--- src/hdl/safr_pkg.sv ---
// ----------------------------------------------------------------------------
// safr_pkg
// Shared types and constants of the serial ADC frame reader.
// ----------------------------------------------------------------------------
package safr_pkg;

   localparam int unsigned SampleWidth  = 12;
   localparam int unsigned IndexWidth   = 4;
   localparam int unsigned ChannelWidth = 3;

   localparam logic [IndexWidth-1:0] FirstIndex        = 4'd15;
   localparam logic [IndexWidth-1:0] FirstChannelIndex = 4'd14;
   localparam logic [IndexWidth-1:0] LastCaptureIndex  = 4'd12;
   localparam logic [IndexWidth-1:0] LastIndex         = 4'd0;
   localparam logic [IndexWidth-1:0] FirstCaptureIndex = 4'd1;

   typedef enum logic [2:0] {
      PH_HIGH = 3'b001,
      PH_LOW  = 3'b010,
      PH_SEP  = 3'b100
   } phase_type;

   typedef struct packed {
      logic                   cs_n;
      logic                   sclk;
      logic                   mosi;
      logic                   ready_res;
      logic                   done_res;
      logic [SampleWidth-1:0] sample;
   } pins_type;

endpackage

--- src/hdl/safr_core.sv ---
// ----------------------------------------------------------------------------
// safr_core
// Frame sequencer: tick state, channel shift-out and sample shift-in.
// ----------------------------------------------------------------------------
module safr_core (
   input  logic                                 clock,
   input  logic                                 reset,
   input  logic                                 step_en,
   input  logic                                 start_req,
   input  logic [safr_pkg::ChannelWidth-1:0]    channel,
   input  logic                                 miso,
   output safr_pkg::pins_type                   pins
);
   import safr_pkg::*;

   logic                    busy_ff, busy_in;
   logic                    frame_pass_ff, frame_pass_in;
   logic [IndexWidth-1:0]   clock_index_ff, clock_index_in;
   phase_type               phase_ff, phase_in;
   logic [SampleWidth-1:0]  shift_ff, shift_in;
   logic [ChannelWidth-1:0] held_channel_ff, held_channel_in;
   logic                    capture_ff, capture_in;
   logic [SampleWidth-1:0]  shift_cap;

   always_comb begin
      shift_cap       = capture_ff ? {shift_ff[SampleWidth-2:0], miso} : shift_ff;
      busy_in         = busy_ff;
      frame_pass_in   = frame_pass_ff;
      clock_index_in  = clock_index_ff;
      phase_in        = phase_ff;
      shift_in        = shift_cap;
      held_channel_in = held_channel_ff;
      capture_in      = 1'b0;
      pins            = '{cs_n: 1'b1, sclk: 1'b0, mosi: 1'b0, ready_res: 1'b0,
                          done_res: 1'b0, sample: '0};
      if (!busy_ff) begin
         pins.ready_res = 1'b1;
         if (start_req) begin
            busy_in         = 1'b1;
            frame_pass_in   = 1'b0;
            held_channel_in = channel;
            clock_index_in  = FirstIndex;
            phase_in        = PH_HIGH;
            shift_in        = '0;
         end
      end else begin
         unique case (phase_ff)
            PH_HIGH: begin
               pins.cs_n = 1'b0;
               pins.sclk = 1'b1;
               if (clock_index_ff >= LastCaptureIndex &&
                   clock_index_ff <= FirstChannelIndex) begin
                  pins.mosi = held_channel_ff[clock_index_ff[1:0]];
               end
               phase_in = PH_LOW;
            end
            PH_LOW: begin
               pins.cs_n = 1'b0;
               capture_in = (clock_index_ff >= FirstCaptureIndex &&
                             clock_index_ff <= LastCaptureIndex);
               if (clock_index_ff == LastIndex) begin
                  phase_in = PH_SEP;
               end else begin
                  clock_index_in = clock_index_ff - 4'd1;
                  phase_in       = PH_HIGH;
               end
            end
            default: begin
               clock_index_in = FirstIndex;
               phase_in       = PH_HIGH;
               if (!frame_pass_ff) begin
                  frame_pass_in = 1'b1;
                  shift_in      = '0;
               end else begin
                  pins.done_res = 1'b1;
                  pins.sample   = shift_cap;
                  busy_in       = 1'b0;
                  frame_pass_in = 1'b0;
               end
            end
         endcase
      end
   end

   always_ff @(posedge clock) begin
      if (reset) begin
         busy_ff         <= 1'b0;
         frame_pass_ff   <= 1'b0;
         clock_index_ff  <= FirstIndex;
         phase_ff        <= PH_HIGH;
         shift_ff        <= '0;
         held_channel_ff <= '0;
         capture_ff      <= 1'b0;
      end else if (step_en) begin
         busy_ff         <= busy_in;
         frame_pass_ff   <= frame_pass_in;
         clock_index_ff  <= clock_index_in;
         phase_ff        <= phase_in;
         shift_ff        <= shift_in;
         held_channel_ff <= held_channel_in;
         capture_ff      <= capture_in;
      end
   end

endmodule

--- src/hdl/spi_adc_frame_reader_top.sv ---
// ----------------------------------------------------------------------------
// spi_adc_frame_reader_top
// Tick-level serial master for a 12-bit ADC: two frames per conversion,
// channel sent on clocks 2 to 4 of each frame, sample taken from frame two.
// ----------------------------------------------------------------------------
//   port group | direction | carries
//   req_*      | in        | one tick: start_req, channel, miso
//   rsp_*      | out       | pin levels, ready_res, done_res, sample
//
// One item per cycle sustained while the result side is not stalled.
// Input register feeds the sequencer, result register holds its outputs.
// A held result stalls the input side only when the input register is full.
// Reset is synchronous and returns the sequencer to idle.
// ----------------------------------------------------------------------------
module spi_adc_frame_reader_top (
   input  logic                                 clock,
   input  logic                                 reset,
   input  logic                                 req_valid,
   output logic                                 req_stall,
   input  logic                                 req_start_req,
   input  logic [safr_pkg::ChannelWidth-1:0]    req_channel,
   input  logic                                 req_miso,
   output logic                                 rsp_valid,
   input  logic                                 rsp_stall,
   output logic                                 rsp_cs_n,
   output logic                                 rsp_sclk,
   output logic                                 rsp_mosi,
   output logic                                 rsp_ready_res,
   output logic                                 rsp_done_res,
   output logic [safr_pkg::SampleWidth-1:0]     rsp_sample
);
   import safr_pkg::*;

   logic                    in_valid_ff;
   logic                    in_start_ff;
   logic [ChannelWidth-1:0] in_channel_ff;
   logic                    in_miso_ff;
   logic                    out_valid_ff;
   pins_type                out_pins_ff;
   pins_type                pins_in;
   logic                    out_free;
   logic                    step_en;

   assign out_free  = !out_valid_ff || !rsp_stall;
   assign step_en   = in_valid_ff && out_free;
   assign req_stall = in_valid_ff && !out_free;

   safr_core u_core (
      .clock     (clock),
      .reset     (reset),
      .step_en   (step_en),
      .start_req (in_start_ff),
      .channel   (in_channel_ff),
      .miso      (in_miso_ff),
      .pins      (pins_in)
   );

   always_ff @(posedge clock) begin
      if (reset) begin
         in_valid_ff  <= 1'b0;
         out_valid_ff <= 1'b0;
      end else begin
         if (!req_stall) begin
            in_valid_ff <= req_valid;
         end
         if (out_free) begin
            out_valid_ff <= step_en;
         end
      end
   end

   always_ff @(posedge clock) begin
      if (!req_stall) begin
         in_start_ff   <= req_start_req;
         in_channel_ff <= req_channel;
         in_miso_ff    <= req_miso;
      end
      if (step_en) begin
         out_pins_ff <= pins_in;
      end
   end

   assign rsp_valid     = out_valid_ff;
   assign rsp_cs_n      = out_pins_ff.cs_n;
   assign rsp_sclk      = out_pins_ff.sclk;
   assign rsp_mosi      = out_pins_ff.mosi;
   assign rsp_ready_res = out_pins_ff.ready_res;
   assign rsp_done_res  = out_pins_ff.done_res;
   assign rsp_sample    = out_pins_ff.sample;

   a_sclk_in_frame : assert property (@(posedge clock) disable iff (reset)
      rsp_valid && rsp_sclk |-> !rsp_cs_n)
      else $error("sclk high outside a frame");

   a_mosi_on_high : assert property (@(posedge clock) disable iff (reset)
      rsp_valid && rsp_mosi |-> rsp_sclk)
      else $error("mosi driven outside a high tick");

   a_done_idle_pins : assert property (@(posedge clock) disable iff (reset)
      rsp_valid && rsp_done_res |-> rsp_cs_n && !rsp_sclk && !rsp_ready_res)
      else $error("done with frame pins active or ready");

   a_sample_only_done : assert property (@(posedge clock) disable iff (reset)
      rsp_valid && !rsp_done_res |-> rsp_sample == '0)
      else $error("sample nonzero without done");

   a_no_loss : assert property (@(posedge clock) disable iff (reset)
      in_valid_ff && req_stall |=> in_valid_ff)
      else $error("stalled input item dropped");

endmodule

--- config.mk ---
export PLATFORM = sky130hd
export DESIGN_NAME = spi_adc_frame_reader_top
export DESIGN_NICKNAME = d
export VERILOG_FILES = /design/src/hdl/safr_pkg.sv /design/src/hdl/safr_core.sv /design/src/hdl/spi_adc_frame_reader_top.sv
export SDC_FILE = /design/constraint.sdc
export NUM_CORES = 1
export LEC_CHECK = 0
export BUFFER_PORTS_ARGS = -buffer_cell sky130_fd_sc_hd__buf_2
export CAP_MARGIN = 20
export CORE_ASPECT_RATIO = 0.8
export CORE_UTILIZATION = 48
export DETAILED_ROUTE_END_ITERATION = 12
export PLACE_DENSITY = 0.71
export SYNTH_ARGS = -nofsm -noshare
export SYNTH_HDL_FRONTEND = slang
export SYNTH_HIERARCHICAL = 1
export SYNTH_SLANG_ARGS = --single-unit
export TNS_END_PERCENT = 1
--- constraint.sdc ---
create_clock -name clock -period 3.1 [get_ports clock]
set_input_delay 0.31 -clock clock [delete_from_list [all_inputs] [get_ports clock]]
set_output_delay 0.31 -clock clock [all_outputs]
set_load 0.02 [all_outputs]
==> flow_summary_export.csv <==
group,metric,value,unit
logic_synthesis,synth_warnings,6,
critical_path,crit_chain,"a21boi_2 -> buf_4 -> nand2_1 -> a311oi_4 -> a22o_2",
sta,fin_skew,0.009073,ns
clocking,htreeDepth,2,
logic_synthesis,synth_cell_types,44,
finish,final_util,0.5883,
sta,hold_viol_final,0,
sta,maxSlewViolCount,0,
grt,grt_pass1_wl,5775,um
sta,setup-tns-final,0,ns
logic_synthesis,avgSynthCellArea,12.24,um2
logic_synthesis,synth_edf_count,22,
outcome,status,"finished, final reports clean",
routing,vias,1360,
critical_path,worstSetupStartpointType,"flop",
clocking,cts_tree,"yes",
critical_path,cp_max_fo,16,
sta,max_slew.worst_pin.slew,0.8084,ns
floorplanning,die_h,60.71,um
logic_synthesis,synthesis.area,2068,um2
power_and_ir_drop,ir_worst_vdd,0.0002623,V
power_and_ir_drop,powerDensity,485.6,nW/um2
routing,wire_per_inst,14.31,um
sta,period_share,0.7034,
logic_synthesis,ys_ff_latch,49,
logic_synthesis,ys.flop_type,"dfxtp_1",
grt,grt_pass1_vias,1231,
logic_synthesis,yosysMostFrequentCell,"dfxtp_1",
sta,rsz0062_at_grt,"no",
clocking,holdBufCountCts,0,
placed_design,gp_congestion,0.7959,
logic_synthesis,synth.top_cells.by_count,"27 x dfxtp_1, 22 x edfxtp_1, 21 x nor2_1, 18 x mux2i_1, 12 x a22o_2",
worst_hold_path,hold_path_class,"primary input to flop",
routing,via_per_inst,5.397,
clocking,clk-insertion-delay-late,0.30,ns
sta,slew_headroom,0.4610,
logic_synthesis,postSynthCellCount,169,
grt,gr-total-overflow,0,
critical_path,cp_slowest_cell,"a311oi_4",
finish,antennaDiodeCount,0,
finish,fin_nets,209,
routing,drt-initial-drc-count,109,
clocking,cts_resized,0,
finish,areaGrowthSynthToFinish,12.46,%
clocking,clockBufferDepth,2,
clocking,clock_sinks,49,
sta,setup_viol,0,
power_and_ir_drop,power_leakage,0.0008735,uW
grt,antenna_found_initial,0,
floorplanning,core.rowCount,20,
grt,grt_usage,0.1796,
floorplanning,coreArea,3954,um2
clocking,post_cts_buffers,0,
finish,drive_above_1_share,0.2995,
grt,grt_start_max_net_pins,20,
floorplanning,fp.dieW,75.39,um
logic_synthesis,synth_top_area_frac,0.3194,
clocking,clock-root-buffer,"clkbuf_8",
routing,drcViolationCount,0,
clocking,cts.reportedPaths.clkPinSlew,0.09,ns
floorplanning,pin_count,28,
critical_path,reg2regPathDepth,5,
sta,fmax,0.4586,GHz
sta,fin_crit,2.180,ns
critical_path,cpPeakStageDelay,0.59,ns
routing,postRouteAntennaNets,0,
logic_synthesis,ys_seq_area_frac,0.5808,
critical_path,cp.arrival,2.42,ns
logic_synthesis,synthTopCellsByArea,"edfxtp_1 32%, dfxtp_1 26%, mux2i_1 8.7%",
worst_hold_path,worstHoldPathCells,1,
run,maxCapViolCount,0,
critical_path,critPathRequiredTime,3.34,ns
critical_path,endpoint_kind,"flop",
placed_design,io_buffer_count,27,
clocking,numCtsBuffers,5,
logic_synthesis,synth.largest_area_cell,"edfxtp_1",
logic_synthesis,synth.net_count,182,
routing,totalWireLength,3607,um
placed_design,dpl.hpwl,2572,um
critical_path,crit_type,"flop to flop",
floorplanning,initial_utilization,0.5231,
floorplanning,die_area,4577,um2
logic_synthesis,postSynth.asyncResetShare,0,
routing,detail_route.first_pass.iterations,4,
==> per-stage QoR <==
stage                     cell area [um2]  power, uW  instances  hold slack (ns)  setup slack [ns]
final                                2326       1130        252           0.1798            0.9195
after global routing                 2326       1177        252           0.1600            0.7317
after CTS                            2326       1141        252           0.1701            0.9061
after detailed placement             2240      784.6        244           0.4693            0.8837
after global placement               2240      781.9        244           0.4635            0.9542
after floorplan                      2068      761.4        169           0.3724          0.009803
==> logic make-up after synthesis <==
logic type,after synthesis,share of synthesized area
AO/OA/AOI/OAI,33,0.1410
buffers and inverters,15,0.03388
adder cells (fa/ha/maj),4,0.02420
flip-flops,49,0.5808
AND/OR/NAND/NOR,49,0.1252
XOR/XNOR,1,0.007867
multiplexers,18,0.08711
==> flip-flops by register name, indices dropped and copies added, names as in the netlist, 3 cells and up <==
name                    count
in_channel_ff               3
rsp_sample                 12
u_core/phase_ff             3
u_core/clock_index_ff       4
u_core/shift_ff            12
u_core/held_channel_ff      3
==> where the power goes <==
| part | leakage, uW | internal (uW) | switching, uW |
|---|---|---|---|
| Clock | 0.0000439 | 156 | 204 |
| Sequential | 0.000423 | 692 | 9.28 |
| Combinational | 0.000406 | 22.7 | 45.8 |
==> worst max-delay path, delay by kind of cell (launching register included) <==
family	cells	cell delay (ns)
AO/OA/AOI/OAI	3	1.31
AND/OR/NAND/NOR	1	0.12
flip-flops	1	0.36
buffers and inverters	1	0.33
==> cells in the final DEF, fill, tap and decap left out, drive strengths merged, types with 2 or more instances in the layout <==
cell type / instances
buf: 28
dfxtp: 27
edfxtp: 22
nor2: 21
mux2i: 18
a22o: 12
inv: 7
nand2: 7
a21oi: 6
clkbuf: 5
nand2b: 4
ha: 4
a311oi: 3
nand3: 3
clkinv: 2
o2111ai: 2
a31oi: 2
a22oi: 2
and3b: 2
o21ai: 2
==> routing by layer <==
layer / part of all wire / vias to the layer above / track usage
met2: 0.44 / 44 / 0.2589
met3: 0.054 / 8 / 0.04983
met1: 0.49 / 632 / 0.2444
li1: - / 676 / -
met5: 0 / - / 0
met4: 0.019 / 0 / 0.1032
==> path summary, 6_finish.rpt <==
kind | startpoint | endpoint | slack, ns
worst min register to register | in_channel_ff[0]$_DFFE_PN_ | u_core/held_channel_ff[0]$_SDFFE_PP0P_ | 0.50
worst max register to register | in_valid_ff$_SDFFE_PP0N_ | u_core/shift_ff[9]$_SDFFE_PP0P_ | 0.92
worst max-delay path | in_valid_ff$_SDFFE_PP0N_ | u_core/shift_ff[9]$_SDFFE_PP0P_ | 0.92
worst min-delay path | req_channel[0] | in_channel_ff[0]$_DFFE_PN_ | 0.18
==> cell type report <==
cell class / instances / area (um2)
Multi-Input combinational cell: 105 / 800.8
Fill cell: 371 / 1628
Sequential cell: 49 / 1201
Inverter: 7 / 26.28
Tap cell: 55 / 68.82
Clock buffer: 5 / 68.82
Timing Repair Buffer: 28 / 142.6
Clock inverter: 3 / 17.52
Note: power is estimated with default switching activity, not from simulation.
